==> config.mk <==
export PLATFORM = sky130hd
export DESIGN_NAME = spts_walk
export DESIGN_NICKNAME = d
export VERILOG_FILES = /design/src/rtl/spts_pkg.sv /design/src/rtl/spts_walk.sv
export SDC_FILE = /design/constraint.sdc
export NUM_CORES = 1
export LEC_CHECK = 0
export ABC_AREA = 1
export CAP_MARGIN = 20
export CORE_MARGIN = 3
export CORE_UTILIZATION = 43
export CTS_BUF_LIST = sky130_fd_sc_hd__clkbuf_4
export CTS_CLUSTER_DIAMETER = 30
export DETAILED_ROUTE_END_ITERATION = 10
export DONT_BUFFER_PORTS = 1
export GPL_TIMING_DRIVEN = 1
export HOLD_SLACK_MARGIN = 0.1
export SETUP_SLACK_MARGIN = 0.1
export SYNTH_ARGS = -nofsm -noshare
export SYNTH_HDL_FRONTEND = slang
export SYNTH_SLANG_ARGS = --single-unit
==> constraint.sdc <==
create_clock -name i_clk -period 10.2 [get_ports i_clk]
set_input_delay 2.04 -clock i_clk [delete_from_list [all_inputs] [get_ports i_clk]]
set_output_delay 2.04 -clock i_clk [all_outputs]
set_load 0.005 [all_outputs]
==> src/rtl/spts_pkg.sv <==
package spts_pkg;

    // store geometry
    localparam int MAX_ELEMENTS = 256;
    localparam int ADDR_W       = $clog2(MAX_ELEMENTS);
    localparam int CNT_W        = $clog2(MAX_ELEMENTS + 1);
    localparam int DATA_W       = 32;
    // exact pair sum needs one bit more, target minus element one more again
    localparam int SUM_W        = DATA_W + 2;

    typedef logic [ADDR_W-1:0]        t_addr;
    typedef logic [CNT_W-1:0]         t_cnt;
    typedef logic signed [DATA_W-1:0] t_data;
    typedef logic signed [SUM_W-1:0]  t_sum;

    // query launch towards the search sequencer
    typedef struct packed {
        logic  start;
        logic  triplet;
        t_cnt  count;
        t_data target;
    } t_walk_req;

    // search sequencer status back to the top level
    typedef struct packed {
        logic busy;
        logic done;
        logic found;
    } t_walk_rsp;

endpackage

==> src/rtl/spts_walk.sv <==
module spts_walk (
    input  logic                i_clk,
    input  logic                i_rst_n,
    input  spts_pkg::t_walk_req i_req,
    input  logic                i_out_free,
    input  spts_pkg::t_data     i_rd_a,
    input  spts_pkg::t_data     i_rd_b,
    output spts_pkg::t_addr     o_addr_a,
    output spts_pkg::t_addr     o_addr_b,
    output spts_pkg::t_walk_rsp o_rsp
);

    localparam spts_pkg::t_cnt PAIR_MIN = spts_pkg::CNT_W'(2);
    localparam spts_pkg::t_cnt TRIP_MIN = spts_pkg::CNT_W'(3);

    typedef enum logic [3:0] {
        S_IDLE = 4'b0001,
        S_LOAD = 4'b0010,
        S_WALK = 4'b0100,
        S_FIN  = 4'b1000
    } t_state;

    t_state          r_state, n_state;
    logic            r_trip, n_trip;
    logic            r_found, n_found;
    spts_pkg::t_cnt  r_n, n_n;
    spts_pkg::t_addr r_i, n_i;
    spts_pkg::t_cnt  r_lo, n_lo;
    spts_pkg::t_cnt  r_hi, n_hi;
    spts_pkg::t_data r_target, n_target;
    spts_pkg::t_sum  r_t, n_t;

    spts_pkg::t_sum  sum;
    spts_pkg::t_cnt  i_next;

    // exact sum of the two pointed elements
    assign sum = spts_pkg::SUM_W'(i_rd_a) + spts_pkg::SUM_W'(i_rd_b);
    assign i_next = spts_pkg::CNT_W'(r_i) + spts_pkg::CNT_W'(1);

    // sequencer: read data arrives in the cycle after the next pointers are issued
    always_comb begin
        n_state  = r_state;
        n_trip   = r_trip;
        n_found  = r_found;
        n_n      = r_n;
        n_i      = r_i;
        n_lo     = r_lo;
        n_hi     = r_hi;
        n_target = r_target;
        n_t      = r_t;
        case (r_state)
            S_IDLE: begin
                if (i_req.start) begin
                    n_trip   = i_req.triplet;
                    n_n      = i_req.count;
                    n_target = i_req.target;
                    n_found  = 1'b0;
                    n_i      = '0;
                    n_lo     = '0;
                    n_hi     = i_req.count - spts_pkg::CNT_W'(1);
                    n_t      = spts_pkg::SUM_W'(i_req.target);
                    if (!i_req.triplet) begin
                        n_state = (i_req.count < PAIR_MIN) ? S_FIN : S_WALK;
                    end else begin
                        n_state = (i_req.count < TRIP_MIN) ? S_FIN : S_LOAD;
                    end
                end
            end
            S_LOAD: begin
                // fixed element is on port a; walk the elements after it
                n_t     = spts_pkg::SUM_W'(r_target) - spts_pkg::SUM_W'(i_rd_a);
                n_lo    = i_next;
                n_hi    = r_n - spts_pkg::CNT_W'(1);
                n_state = S_WALK;
            end
            S_WALK: begin
                if (r_lo < r_hi) begin
                    if (sum == r_t) begin
                        n_found = 1'b1;
                        n_state = S_FIN;
                    end else if (sum > r_t) begin
                        n_hi = r_hi - spts_pkg::CNT_W'(1);
                    end else begin
                        n_lo = r_lo + spts_pkg::CNT_W'(1);
                    end
                end else if (r_trip && (i_next < r_n)) begin
                    n_i     = i_next[spts_pkg::ADDR_W-1:0];
                    n_state = S_LOAD;
                end else begin
                    n_state = S_FIN;
                end
            end
            S_FIN: begin
                if (i_out_free) begin
                    n_state = S_IDLE;
                end
            end
            default: begin
                n_state = S_IDLE;
            end
        endcase
    end

    always_ff @(posedge i_clk) begin
        if (!i_rst_n) begin
            r_state <= S_IDLE;
        end else begin
            r_state <= n_state;
        end
    end

    always_ff @(posedge i_clk) begin
        r_trip   <= n_trip;
        r_found  <= n_found;
        r_n      <= n_n;
        r_i      <= n_i;
        r_lo     <= n_lo;
        r_hi     <= n_hi;
        r_target <= n_target;
        r_t      <= n_t;
    end

    // read addresses follow the next pointers; out-of-range pointers are never used
    assign o_addr_a = (n_state == S_LOAD) ? n_i : n_lo[spts_pkg::ADDR_W-1:0];
    assign o_addr_b = n_hi[spts_pkg::ADDR_W-1:0];

    assign o_rsp.busy  = (r_state != S_IDLE);
    assign o_rsp.done  = (r_state == S_FIN) && i_out_free;
    assign o_rsp.found = r_found;

endmodule
# Word level (Yosys, flattened, before mapping)
# Cells that the tools add are included.
word_totals:
  word_cells: 76
  inputBits: 110
  romBits: 0
  mem_count: 0
  mem_bits_rw: 0
  regBits: 107
  latch_bits: 0
  output_inout_bits: 19
classes:
  n_mux: 30
  multipliers: 0
  div_mod_pow: 0
  shift: 0
  bitwise_logic: 0
  n_reduce_logical: 10
  order_cmp: 5
  addsub: 7
  eq_ne: 13
ops:
  columns: ["operator", "count"]
  rows:
  - ["$mux 9", 8]
  - ["$pmux 34 s2", 1]
  - ["$pmux 9 s3", 2]
  - ["$eq 33x34->1", 1]
  - ["$gt 33x34->1", 1]
  - ["$mux 34", 1]
  - ["$add 32x32->33", 1]
  - ["$sub 32x32->33", 1]
  - ["$mux 4", 8]
  - ["$mux 8", 4]
  - ["$sub 9x1->9 const B", 3]
  - ["$lt 9x2->1 const B", 2]
  - ["$lt 9x9->1", 2]
  - ["$pmux 4 s4", 1]
  - ["$pmux 8 s2", 1]
  - ["$ne 2x2->1 const B", 6]
  - ["$reduce_and 5->1", 2]
  - ["$add 8x1->9 const B", 1]
  - ["$add 9x1->9 const B", 1]
  - ["$eq 4x2->1 const B", 2]
  - ["$eq 4x1->1 const B", 1]
  - ["$eq 4x3->1 const B", 1]
  - ["$eq 4x4->1 const B", 1]
  - ["$ne 4x1->1 const B", 1]
  - ["other kinds (7)", 12]

# Longest topological paths before layout
# Gate-level depths: netlist of run 1.
logic_depth:
  depth_word: 8
  ltp_mapped: 32
  depth_no_buf: 32

# Worst setup path before layout of run 1
# Ideal clock, no wire load.
synth_timing:
  path_kind: "in2out"
  from: "input i_rd_a[0]"
  to: "output o_addr_b[3]"
  arrival_time_ps: 5273
  setup_slack_ps: 2887
  stages: 26
  t_required_ps: 8160
  path_cell_list: "ha_1 -> inv_1 -> fa_1 -> o21ai_2 -> a21boi_2 -> o21bai_2 -> a21boi_1 -> o21ai_0 -> a21oi_1 -> xnor2_1 -> ha_1 -> nand2_1 -> nor2_1 -> nand3_1 -> nor2_2 -> nand2_1 -> nand2_1 -> nor2_1 -> nand3_2 -> nand3_2 -> inv_2 -> buf_6 -> nand3_1 -> nand3_1 -> a21oi_1 -> buf_4"
synth_between:
  elab_chain_len: 6
  word_cells_on_any_way: 7
  cone_classes: "1 x add/sub; 1 x order compare; 1 x eq/ne; 4 x mux"
synth_rtl:
  columns: ["item", "line", "text"]
  rows:
  - ["start, declared", "spts_walk.sv:6", "input spts_pkg::t_data i_rd_a,"]
  - ["$add 32x32->33 (*)", "spts_walk.sv:37", "assign sum = spts_pkg::SUM_W'(i_rd_a) + spts_pkg::SUM_W'(i_rd_b);"]
  - ["$gt 33x34->1", "spts_walk.sv:81", "end else if (sum > r_t) begin"]
  - ["$mux 9", "spts_walk.sv:81", null]
  - ["$mux 9 (*)", "spts_walk.sv:78", "if (sum == r_t) begin"]
  - ["$mux 9 (*)", "spts_walk.sv:77", "if (r_lo < r_hi) begin"]
  - ["$pmux 9 s3 (*)", "spts_walk.sv:51", "case (r_state)"]
  - ["end, declared", "spts_walk.sv:9", "output spts_pkg::t_addr o_addr_b,"]
# Mark *: on every way between the ends. The rest lies on a longest branch, timed or not. The select of a mux whose other input is x is not followed.

# Final worst setup path of run 1
layout_timing:
  from: "input i_rd_a[0]"
  to: "output o_addr_b[5]"
# Same word-level chain as after synthesis.

==> out/qor.log, run 1 <==
[clocking] number of gates given a new drive strength after cts 0
[place] cell area after placement 0.0103 sq mm
[floorplan] Die X 159 microns
[grt] total track usage 22.6%
[floorplan] total number of placement rows 55
[finish] final design instance area without fill 0.0105 sq mm
[sta] shortest period the worst path allows 8.06 ns
[detailed_routing] routed vias 9134
[detailed_routing] drt first pass iters 5
[finish] final-stage net count 1619
[sta] actual transition at the worst max-transition pin 0.881 ns
[place] post-place setup slack 2.17 ns
[logic_synthesis] Yosys warnings 0
[setup_path] depth of the most critical reg-to-reg path 13
[grt] vias in the first global route 9038
[logic_synthesis] per-instance average area after synthesis 7.21 sq um
[pwr] switching share of power 44.1%
[finish] Area growth syn-to-layout 4.25%
[run_status] result of the run finished, final reports clean
[setup_path] launching element type of the critical path primary input
[detailed_routing] via/cell ratio 5.34
[finish] share of layout cells above drive strength 1 5.60%
[place] total half-perimeter wirelength after legalization and detailed placement 24000 microns
[logic_synthesis] count of cell types in the netlist 57
[setup_path] worst-path fanout max 18
[grt] number of antenna violations at the first check in global routing 2
[sta] setup repair after global routing missed its margin false
[setup_path] endpoint of the worst register-to-register path r_i[0]
[logic_synthesis] post-synthesis async set-or-reset flop share 0%
[detailed_routing] count of unresolved DRC violations after routing 0
[setup_path] critical path start-end classification primary input to primary output
[logic_synthesis] number of enable flip-flop cells after synthesis 78
[floorplan] Initial Util 44.0%
[setup_path] critical path data arrival time 6.02 ns
[pwr] Power per Cell Area 144 mW/mm^2
[setup_path] cell seen most often among critical-path stages sky130_fd_sc_hd__nand2_1
[clocking] clock tree from TritonCTS done
[sta] worst slew margin relative to its limit 40.7%
[clocking] clock-pin slew reported for the worst setup and hold paths after clock tree synthesis 0.17 ns
[finish] Filler cells 2421
[sta] portion of the clock cycle consumed by the worst path in the final layout 79.0%
[sta] highest clock rate 124 MHz
[pwr] Switching Power 0.666 mW
[detailed_routing] Routed WL per cell 17.1 microns
[pwr] internal cell power 0.842 mW
[logic_synthesis] synthesized area 0.0101 sq mm
[place] count of buffers from port buffering 0
[grt] global-route wire length before repair 46100 microns
[floorplan] full die area 0.0253 sq mm
[clocking] clock buffer depth 2
[pwr] Comb power frac 46.8%
[grt] total congestion overflow 0
[logic_synthesis] portion of the post-synthesis area used by sequential elements 28.8%
[sta] worst setup slack after layout 2.14 ns
[clocking] number of buffers added for setup after CTS 0
[logic_synthesis] Yosys reg bits 106
[worst_hold_path] sink of the worst hold path r_i[4]
[pwr] P_leak 4.97 nW
[logic_synthesis] prevailing post-synth register cell sky130_fd_sc_hd__edfxtp_1
[clocking] worst-skew pair later-pin latency 0.51 ns
[detailed_routing] total wire length 29200 microns
[worst_hold_path] Hold Startpoint r_i[4]
[clocking] deepest level of the CTS H-tree 3
[pwr] clock network power share 15.5%
[detailed_routing] count of routing violations after the opening detailed-route iteration 624
[pwr] relative contribution of sequential cells to total power 37.8%
[setup_path] Max stage delay cell, worst path sky130_fd_sc_hd__fa_1
[setup_path] Largest stage delay, worst path 0.42 ns
[detailed_routing] remaining antenna violation count after routing 0
[worst_hold_path] number of cells on the worst hold path 2
[clocking] hold buffer count at cts 0
[logic_synthesis] post-synth net total 1626
[sta] setup clock skew after layout 0.0242 ns
[setup_path] sort of element at the end of the critical path primary output
[clocking] number of clock sinks 106
[sta] Setup TNS Final 0 ns
[job] # Max-Cap Violations 0
[logic_synthesis] number of cells produced by synthesis 1396
[setup_path] Worst R2R Start r_i[0]
[floorplan] placeable core region 0.0228 sq mm
[pwr] Worst VDD drop 0.103 mV
[sta] final hold violations 0
[clocking] root buffer cell sky130_fd_sc_hd__clkbuf_4
[setup_path] critical path data required time 8.16 ns
[setup_path] Register-to-Register Setup Slack 7.23 ns
[floorplan] Die Span Y 159 microns
[floorplan] num ports 129
[worst_hold_path] hold crit path type register to register
[clocking] number of buffers inserted during clock tree synthesis 9
[grt] maximum number of pins on one net before global-route repair 54
[place] final RePlAce weighted congestion 0.952
[sta] final setup violation count 0
[sta] final count of pins violating max slew 0
[layout make-up]
type / count / area (sq um) / area share, %
Antenna cell: 2 / 5.00 / 0.0477
Clock buffer: 11 / 82.6 / 0.787
Clock inverter: 5 / 55.1 / 0.525
Inverter: 225 / 845 / 8.05
Multi-Input combinational cell: 1043 / 6180 / 58.9
Sequential cell: 106 / 2900 / 27.7
Tap cell: 313 / 392 / 3.73
Timing Repair Buffer: 4 / 30.0 / 0.286
[power groups by stage]
stage	Sequential (mW)	Combinational, mW	Clock (mW)
finish	0.569	0.705	0.233
global route	0.576	0.797	0.254
CTS	0.569	0.702	0.240
detailed placement	0.579	0.697	0
global placement	0.578	0.692	0
floorplan	0.569	0.550	0
[worst max-delay path, delay by kind of cell]
kind	cells	cell delay, ns
fa+ha+maj	3	0.85
compound gates	4	0.71
simple gates	19	2.02
buf+inv	3	0.36
[worst max path at each step]
stage,startpoint,to,slack (ns),cells after the start
5_1_grt,i_rd_a[0],o_addr_b[3],1.79,26
4_1_cts,i_rd_a[0],o_addr_b[5],2.15,29
6_report,i_rd_a[0],o_addr_b[5],2.14,29
3_3_place_gp,i_rd_a[0],o_addr_b[3],2.23,26
3_5_place_dp,i_rd_a[0],o_addr_b[5],2.17,29
2_1_floorplan,i_rd_a[0],o_addr_b[3],2.89,26
[flip-flops by register name, indices dropped and copies added (netlist names)]
register / count
r_n: 9
r_hi: 9
r_t: 33
r_lo: 9
r_i: 8
r_state: 4
r_target: 32
r_trip: 1
r_found: 1
[placed cells by master (no fill, tap or decap), types with 9 or more instances in the layout]
cell	instances
sky130_fd_sc_hd__a21o_1	13
sky130_fd_sc_hd__a21oi_1	106
sky130_fd_sc_hd__a31oi_1	10
sky130_fd_sc_hd__clkbuf_4	11
sky130_fd_sc_hd__dfxtp_1	28
sky130_fd_sc_hd__edfxtp_1	78
sky130_fd_sc_hd__ha_1	118
sky130_fd_sc_hd__inv_1	212
sky130_fd_sc_hd__inv_2	13
sky130_fd_sc_hd__nand2_1	316
sky130_fd_sc_hd__nand2_2	10
sky130_fd_sc_hd__nand3_1	68
sky130_fd_sc_hd__nand4_1	19
sky130_fd_sc_hd__nor2_1	117
sky130_fd_sc_hd__nor3_1	21
sky130_fd_sc_hd__nor4_1	11
sky130_fd_sc_hd__o21ai_0	74
sky130_fd_sc_hd__o21ai_1	17
sky130_fd_sc_hd__o21bai_1	9
sky130_fd_sc_hd__xnor2_1	22
sky130_fd_sc_hd__xor2_1	33
[synth_stat cells (13+ instances only)]
master / number / area [sq um]
sky130_fd_sc_hd__nand4_1: 19 / 119
sky130_fd_sc_hd__nand2_1: 316 / 1190
sky130_fd_sc_hd__xnor2_1: 22 / 193
sky130_fd_sc_hd__nor3_1: 21 / 105
sky130_fd_sc_hd__nand3_1: 68 / 340
sky130_fd_sc_hd__o21ai_0: 74 / 370
sky130_fd_sc_hd__dfxtp_1: 28 / 561
sky130_fd_sc_hd__edfxtp_1: 78 / 2340
sky130_fd_sc_hd__nor2_1: 117 / 439
sky130_fd_sc_hd__inv_1: 213 / 800
sky130_fd_sc_hd__a21o_1: 13 / 97.6
sky130_fd_sc_hd__a21oi_1: 106 / 531
sky130_fd_sc_hd__o21ai_1: 17 / 85.1
sky130_fd_sc_hd__xor2_1: 33 / 289
sky130_fd_sc_hd__ha_1: 118 / 1480
[metal layers]
| layer | track usage [%] | share of wire, % | routed length [microns] | vias to the layer above |
|---|---|---|---|---|
| met4 | 5.93 | 2.2 | 653 | 0 |
| li1 | - | - | - | 4656 |
| met2 | 40.2 | 48 | 14000 | 239 |
| met5 | 0 | 0 | 0 | - |
| met3 | 4.47 | 5.9 | 1730 | 33 |
| met1 | 28.2 | 44 | 12800 | 4206 |
[kinds of logic (layout without fill, tap and decap cells)]
logic type	Yosys count	after routing	share of synthesized area, %
and+or+nand+nor	592	592	25.5
AOI/OAI and AO/OA	276	276	16.0
buffers and inverters	247	245	9.75
adders and majority gates	120	120	15.1
DFF	106	106	28.8
xor gates and xnor gates	55	55	4.79
other	0	2	0
[metrics by stage]
step / hold slack [ns] / util (%) / instances / power [mW]
2_1_floorplan: 0.472 / - / 1396 / 1.12
3_3_place_gp: 0.498 / 45.3 / 1691 / 1.27
3_5_place_dp: 0.506 / 45.3 / 1691 / 1.28
4_1_cts: 0.527 / 45.9 / 1707 / 1.51
5_1_grt: 0.565 / 45.9 / 1709 / 1.63
6_report: 0.530 / 45.9 / 1709 / 1.51
Power figures use the tool's default switching activity.
==> run 2: changes to the inputs <==
Clock period 10.2 ns to 7.5 ns, I/O delays scaled along.
==> out/qor.log, run 2 (same netlist as run 1, synthesis figures left out) <==
[finish] Cell Count, Final, Fillers Out 1708
[worst_hold_path] Hold Startpoint r_i[4]
[grt] vias in the first global route 8834
[sta] Setup TNS Final 0 ns
[clocking] clock-pin slew reported for the worst setup and hold paths after clock tree synthesis 0.17 ns
[setup_path] Register-to-Register Setup Slack 4.59 ns
[finish] final-stage net count 1619
[sta] final count of pins violating max slew 0
[pwr] Power per Cell Area 192 mW/mm^2
[sta] setup clock skew after layout 0.0324 ns
[setup_path] cell seen most often among critical-path stages sky130_fd_sc_hd__nand2_1
[sta] portion of the clock cycle consumed by the worst path in the final layout 92.7%
[grt] number of antenna violations at the first check in global routing 1
[place] final RePlAce weighted congestion 0.958
[sta] highest clock rate 144 MHz
[setup_path] critical path start-end classification primary input to primary output
[worst_hold_path] number of cells on the worst hold path 2
[worst_hold_path] sink of the worst hold path r_i[4]
[detailed_routing] drt first pass iters 5
[floorplan] total number of placement rows 55
[place] total half-perimeter wirelength after legalization and detailed placement 23800 microns
[setup_path] sort of element at the end of the critical path primary output
[finish] commonest non-fill, non-tap cells in the layout 316 x sky130_fd_sc_hd__nand2_1, 212 x sky130_fd_sc_hd__inv_1, 118 x sky130_fd_sc_hd__ha_1, 117 x sky130_fd_sc_hd__nor2_1, 106 x sky130_fd_sc_hd__a21oi_1
[clocking] number of gates given a new drive strength after cts 0
[worst_hold_path] hold crit path type register to register
[detailed_routing] via/cell ratio 5.30
[finish] Largest register FFs 33
[clocking] number of buffers added for setup after CTS 0
[place] count of buffers from port buffering 0
[place] number of placed cells counting well taps 1691
[clocking] deepest level of the CTS H-tree 3
[clocking] clock tree from TritonCTS done
[floorplan] Die Span Y 159 microns
[floorplan] Initial Util 44.0%
[setup_path] Max stage delay cell, worst path sky130_fd_sc_hd__fa_1
[setup_path] depth of the most critical reg-to-reg path 13
[clocking] clock buffer depth 2
[setup_path] Worst R2R Start r_i[0]
[finish] biggest regs r_t x33, r_target x32
[run_status] result of the run finished, final reports clean
[grt] maximum number of pins on one net before global-route repair 54
[clocking] root buffer cell sky130_fd_sc_hd__clkbuf_4
[sta] actual transition at the worst max-transition pin 0.911 ns
[sta] final hold violations 0
[setup_path] critical path data required time 6.00 ns
[setup_path] endpoint of the worst register-to-register path r_i[0]
[detailed_routing] remaining antenna violation count after routing 0
[detailed_routing] count of unresolved DRC violations after routing 0
[setup_path] worst-path fanout max 18
[detailed_routing] total wire length 28800 microns
[pwr] P_leak 4.95 nW
[grt] total congestion overflow 0
[floorplan] num ports 129
[job] # Max-Cap Violations 0
[finish] most common cell after layout, fill and taps aside sky130_fd_sc_hd__nand2_1
[detailed_routing] Routed WL per cell 16.9 microns
[setup_path] Largest stage delay, worst path 0.42 ns
[setup_path] launching element type of the critical path primary input
[grt] global-route wire length before repair 45400 microns
[finish] Reg with most FFs r_t
[sta] shortest period the worst path allows 6.95 ns
[pwr] final total power 2.01 mW
[clocking] worst-skew pair later-pin latency 0.51 ns
[sta] worst slew margin relative to its limit 38.7%
[setup_path] Worst Setup SP i_rd_a[0]
[finish] Area growth syn-to-layout 4.07%
[detailed_routing] count of routing violations after the opening detailed-route iteration 722
[finish] share of layout cells above drive strength 1 5.60%
[detailed_routing] routed vias 9058
[clocking] number of clock sinks 106
[grt] total track usage 22.4%
[floorplan] full die area 0.0253 sq mm
[floorplan] Die X 159 microns
[floorplan] placeable core region 0.0228 sq mm
[setup_path] critical path data arrival time 5.45 ns
[finish] Filler cells 2439
[pwr] Worst VDD drop 0.117 mV
[sta] setup repair after global routing missed its margin false
[sta] final setup violation count 0
[clocking] hold buffer count at cts 0
[clocking] number of buffers inserted during clock tree synthesis 9
run 2: cell count changes in the layout (fill, tap and decap cells not counted):
cell                         delta
sky130_fd_sc_hd__inv_6          +1
sky130_fd_sc_hd__bufinv_16      -1
sky130_fd_sc_hd__clkinvlp_4     +1
sky130_fd_sc_hd__clkinv_2       -1
sky130_fd_sc_hd__clkbuf_4       -2
sky130_fd_sc_hd__diode_2        -1
sky130_fd_sc_hd__clkinv_4       +2
run 2: worst max-delay path by stage:
stage / slack, ns / to
after detailed placement: 0.56 / o_addr_b[5]
final: 0.55 / o_addr_b[5]
after CTS: 0.55 / o_addr_b[3]
after floorplan: 1.27 / o_addr_b[3]
after global placement: 0.60 / o_addr_b[3]
after global routing: 0.14 / o_addr_b[5]
run 2: critical path: cells and delay by family:
kind | cells | cell delay (ns)
simple gates | 19 | 2.00
fa+ha+maj | 3 | 0.85
compound gates | 4 | 0.72
buf+inv | 3 | 0.35
run 2: stage by stage:
step                utilization [%]  setup WS, ns  hold slack [ns]  cell area, sq um
floorplan                         -          1.27            0.472             10100
CTS                            45.8         0.549            0.521             10500
global placement               45.3         0.599            0.498             10300
finish                         45.8         0.550            0.527             10500
global route                   45.8         0.138            0.555             10500
detailed placement             45.3         0.565            0.500             10300
run 2: final cells by class:
type / instances / area, sq um / share of cell area, %
tap: 313 / 392 / 3.74
inverter: 225 / 845 / 8.06
timing repair buffer: 4 / 30.0 / 0.287
antenna: 1 / 2.50 / 0.0239
sequential: 106 / 2900 / 27.7
multi-input combinational: 1043 / 6180 / 59.0
clock inverter: 7 / 53.8 / 0.514
clock buffer: 9 / 67.6 / 0.645
run 2: metal layers:
layer	up-vias	share of wire [%]	GRT usage [%]
li1	4669	-	-
met1	4108	44	28.2
met2	244	48	39.0
met3	37	6.4	4.50
met4	0	2.2	6.25
met5	-	0	0
run 2: where the power goes:
part,switching (mW),internal (mW)
registers,0.0478,0.726
clock network,0.217,0.0696
logic,0.639,0.312
total,0.904,1.11
==> run 3: changes to the inputs <==
Settings changed: ABC_AREA 1 to unset, BUFFER_PORTS_ARGS set to -buffer_cell sky130_fd_sc_hd__buf_2, CORE_UTILIZATION 43 to 61, DONT_BUFFER_PORTS 1 to unset, PLACE_DENSITY set to 0.84.
==> out/qor.log, run 3 <==
[floorplan] full die area 0.0166 sq mm
[finish] Area growth syn-to-layout 18.5%
[detailed_routing] drt first pass iters 7
[sta] highest clock rate 134 MHz
[grt] vias in the first global route 8178
[logic_synthesis] synthesized area 0.00918 sq mm
[setup_path] endpoint of the worst register-to-register path r_hi[2]
[place] total half-perimeter wirelength after legalization and detailed placement 19200 microns
[clocking] clock buffer depth 2
[detailed_routing] remaining antenna violation count after routing 0
[setup_path] Worst R2R Start r_state[2]
[finish] Largest register FFs 33
[clocking] number of clock sinks 106
[worst_hold_path] hold crit path type register to register
[detailed_routing] count of unresolved DRC violations after routing 0
[clocking] deepest level of the CTS H-tree 3
[grt] number of antenna violations at the first check in global routing 0
[detailed_routing] total wire length 25300 microns
[finish] share of layout cells above drive strength 1 22.2%
[finish] total inserted antenna cells 0
[sta] final count of pins violating max slew 0
[finish] final-stage net count 1446
[finish] Reg with most FFs r_t
[logic_synthesis] cell accounting for the most synthesized area sky130_fd_sc_hd__edfxtp_1
[grt] total congestion overflow 0
[setup_path] sequence of cells on the critical path buf_2 -> ha_1 -> or2_2 -> a21oi_1 -> o31ai_1 -> a41o_1 -> or2_1 -> and3_1 -> o21ai_2 -> a21oi_2 -> ha_1 -> buf_4 -> nand4_1 -> nor4_2 -> a211o_1 -> a21oi_2 -> mux2i_4 -> and2_4 -> nand2_4 -> o311ai_2 -> buf_4 -> buf_6
[setup_path] critical path start-end classification primary input to primary output
[sta] final setup violation count 0
[clocking] clock-pin slew reported for the worst setup and hold paths after clock tree synthesis 0.18 ns
[floorplan] num ports 129
[floorplan] placeable core region 0.0146 sq mm
[clocking] root buffer cell sky130_fd_sc_hd__clkbuf_4
[logic_synthesis] number of cells produced by synthesis 1042
[grt] maximum number of pins on one net before global-route repair 63
[setup_path] sort of element at the end of the critical path primary output
[worst_hold_path] number of cells on the worst hold path 1
[finish] Filler cells 1115
[setup_path] launching element type of the critical path primary input
[logic_synthesis] Synth top area share 25.5%
[logic_synthesis] top post-synthesis cells by area sky130_fd_sc_hd__edfxtp_1 26%, sky130_fd_sc_hd__ha_1 16%, sky130_fd_sc_hd__dfxtp_1 6.1%, sky130_fd_sc_hd__inv_1 4.4%, sky130_fd_sc_hd__xnor2_1 4.4%
[detailed_routing] count of routing violations after the opening detailed-route iteration 851
[worst_hold_path] sink of the worst hold path r_i[1]
[sta] setup repair after global routing missed its margin true
[place] count of buffers from port buffering 128
[setup_path] depth of the most critical reg-to-reg path 10
[sta] setup clock skew after layout 0.0253 ns
[logic_synthesis] Yosys reg bits 106
[grt] global-route wire length before repair 39500 microns
[logic_synthesis] leading cell type by number of instances after synthesis sky130_fd_sc_hd__ha_1
[place] final RePlAce weighted congestion 0.929
[finish] post-route core utilization 74.3%
[sta] actual transition at the worst max-transition pin 0.667 ns
[logic_synthesis] count of cell types in the netlist 78
[sta] final hold violations 0
[finish] commonest non-fill, non-tap cells in the layout 125 x sky130_fd_sc_hd__buf_2, 115 x sky130_fd_sc_hd__ha_1, 105 x sky130_fd_sc_hd__inv_1, 92 x sky130_fd_sc_hd__nand2_1, 78 x sky130_fd_sc_hd__edfxtp_1
[floorplan] Die X 129 microns
[run_status] result of the run finished, final reports clean
[finish] most common cell after layout, fill and taps aside sky130_fd_sc_hd__buf_2
[setup_path] Worst Setup SP i_rd_a[20]
[detailed_routing] Routed WL per cell 18.0 microns
[pwr] P_leak 5.13 nW
[detailed_routing] routed vias 8758
[sta] Setup TNS Final 0 ns
[floorplan] total number of placement rows 44
[setup_path] Max stage delay cell, worst path sky130_fd_sc_hd__mux2i_4
[clocking] clock tree from TritonCTS done
[logic_synthesis] post-synthesis async set-or-reset flop share 0%
[floorplan] Initial Util 62.7%
[finish] biggest regs r_t x33, r_target x32
[place] number of placed cells counting well taps 1378
[sta] shortest period the worst path allows 7.48 ns
[logic_synthesis] prevailing post-synth register cell sky130_fd_sc_hd__edfxtp_1
[sta] portion of the clock cycle consumed by the worst path in the final layout 99.8%
[pwr] Worst VDD drop 0.104 mV
[pwr] Power per Cell Area 195 mW/mm^2
[setup_path] worst-path fanout max 6
[setup_path] critical path data required time 6.00 ns
[logic_synthesis] post-synth net total 1272
[logic_synthesis] leading cell types by count after synthesis 118 x sky130_fd_sc_hd__ha_1, 108 x sky130_fd_sc_hd__inv_1, 93 x sky130_fd_sc_hd__nand2_1
[job] # Max-Cap Violations 0
[logic_synthesis] Yosys warnings 0
[logic_synthesis] number of enable flip-flop cells after synthesis 78
[detailed_routing] via/cell ratio 6.23
[clocking] number of buffers inserted during clock tree synthesis 9
[clocking] worst-skew pair later-pin latency 0.50 ns
[setup_path] critical path data arrival time 5.98 ns
[floorplan] Die Span Y 129 microns
[logic_synthesis] portion of the post-synthesis area used by sequential elements 31.6%
[setup_path] Largest stage delay, worst path 0.40 ns
[grt] total track usage 29.7%
[logic_synthesis] per-instance average area after synthesis 8.81 sq um
[finish] Cell Count, Final, Fillers Out 1405
[setup_path] Register-to-Register Setup Slack 3.69 ns
[sta] worst slew margin relative to its limit 55.2%
[worst_hold_path] Hold Startpoint r_i[1]
-- run 3: per-layer routing --
layer	track usage [%]	vias to the layer above	wire [microns]
met1	42.0	4128	11300
met5	0	-	0
li1	-	4171	-
met4	11.6	0	779
met3	4.52	63	1800
met2	46.0	396	11400
-- run 3: kinds of logic after synthesis --
family / count (synthesis) / share of synthesized area [%]
XOR/XNOR: 77 / 7.35
buffers and inverters: 138 / 6.11
flip-flops: 106 / 31.6
multiplexers: 3 / 0.382
AO/OA/AOI/OAI: 292 / 21.3
AND/OR/NAND/NOR: 306 / 16.8
adder cells (fa/ha/maj): 120 / 16.5
-- run 3: worst max-delay path by stage --
| stage | depth (start not counted) | slack [ns] | end |
|---|---|---|---|
| after global routing | 24 | -0.19 | o_addr_b[2] |
| after detailed placement | 25 | -0.33 | o_addr_b[6] |
| after global placement | 25 | -0.20 | o_addr_b[2] |
| final | 22 | 0.02 | o_addr_b[2] |
| after CTS | 24 | 0.11 | o_addr_b[2] |
| after floorplan | 23 | 0.20 | o_addr_b[5] |
-- run 3: power breakdown --
part	total, mW	switching (mW)	internal (mW)
logic	1.06	0.602	0.462
clock network	0.287	0.214	0.0734
registers	0.773	0.0448	0.728
total	2.12	0.860	1.26
-- run 3: area by class of cell --
class                      instances  area, sq um  area share (%)
multi-input combinational        798         6030            55.4
timing repair buffer             190         1180            10.9
tap                              184          230            2.12
sequential                       106         2900            26.7
clock buffer                      10         75.1           0.690
inverter                         111          417            3.83
clock inverter                     6         38.8           0.357
-- run 3: per-stage QoR --
step	cell area, sq um	hold slack, ns	power (mW)	worst slack (ns)
after floorplan	9180	0.476	1.41	0.200
after global placement	10300	0.493	1.68	-0.202
after detailed placement	10300	0.513	1.70	-0.329
after CTS	10500	0.556	2.01	0.111
after global routing	10900	0.579	2.26	-0.195
final	10900	0.558	2.12	0.0160
-- run 3: what timing repair did --
action                                  in CTS  in global routing
gates resized for setup                     26                 52
hold buffers                                 0                  0
endpoints found under the setup margin      16                 16
pin swaps                                   14                 24
buffers inserted                             1                  8
-- run 3: worst max-delay path, delay by kind of cell --
family | cells | cell delay, ns
AO/OA/AOI/OAI | 8 | 1.62
AND/OR/NAND/NOR | 7 | 1.26
adder cells (fa/ha/maj) | 2 | 0.64
buffers and inverters | 4 | 0.54
multiplexers | 1 | 0.40
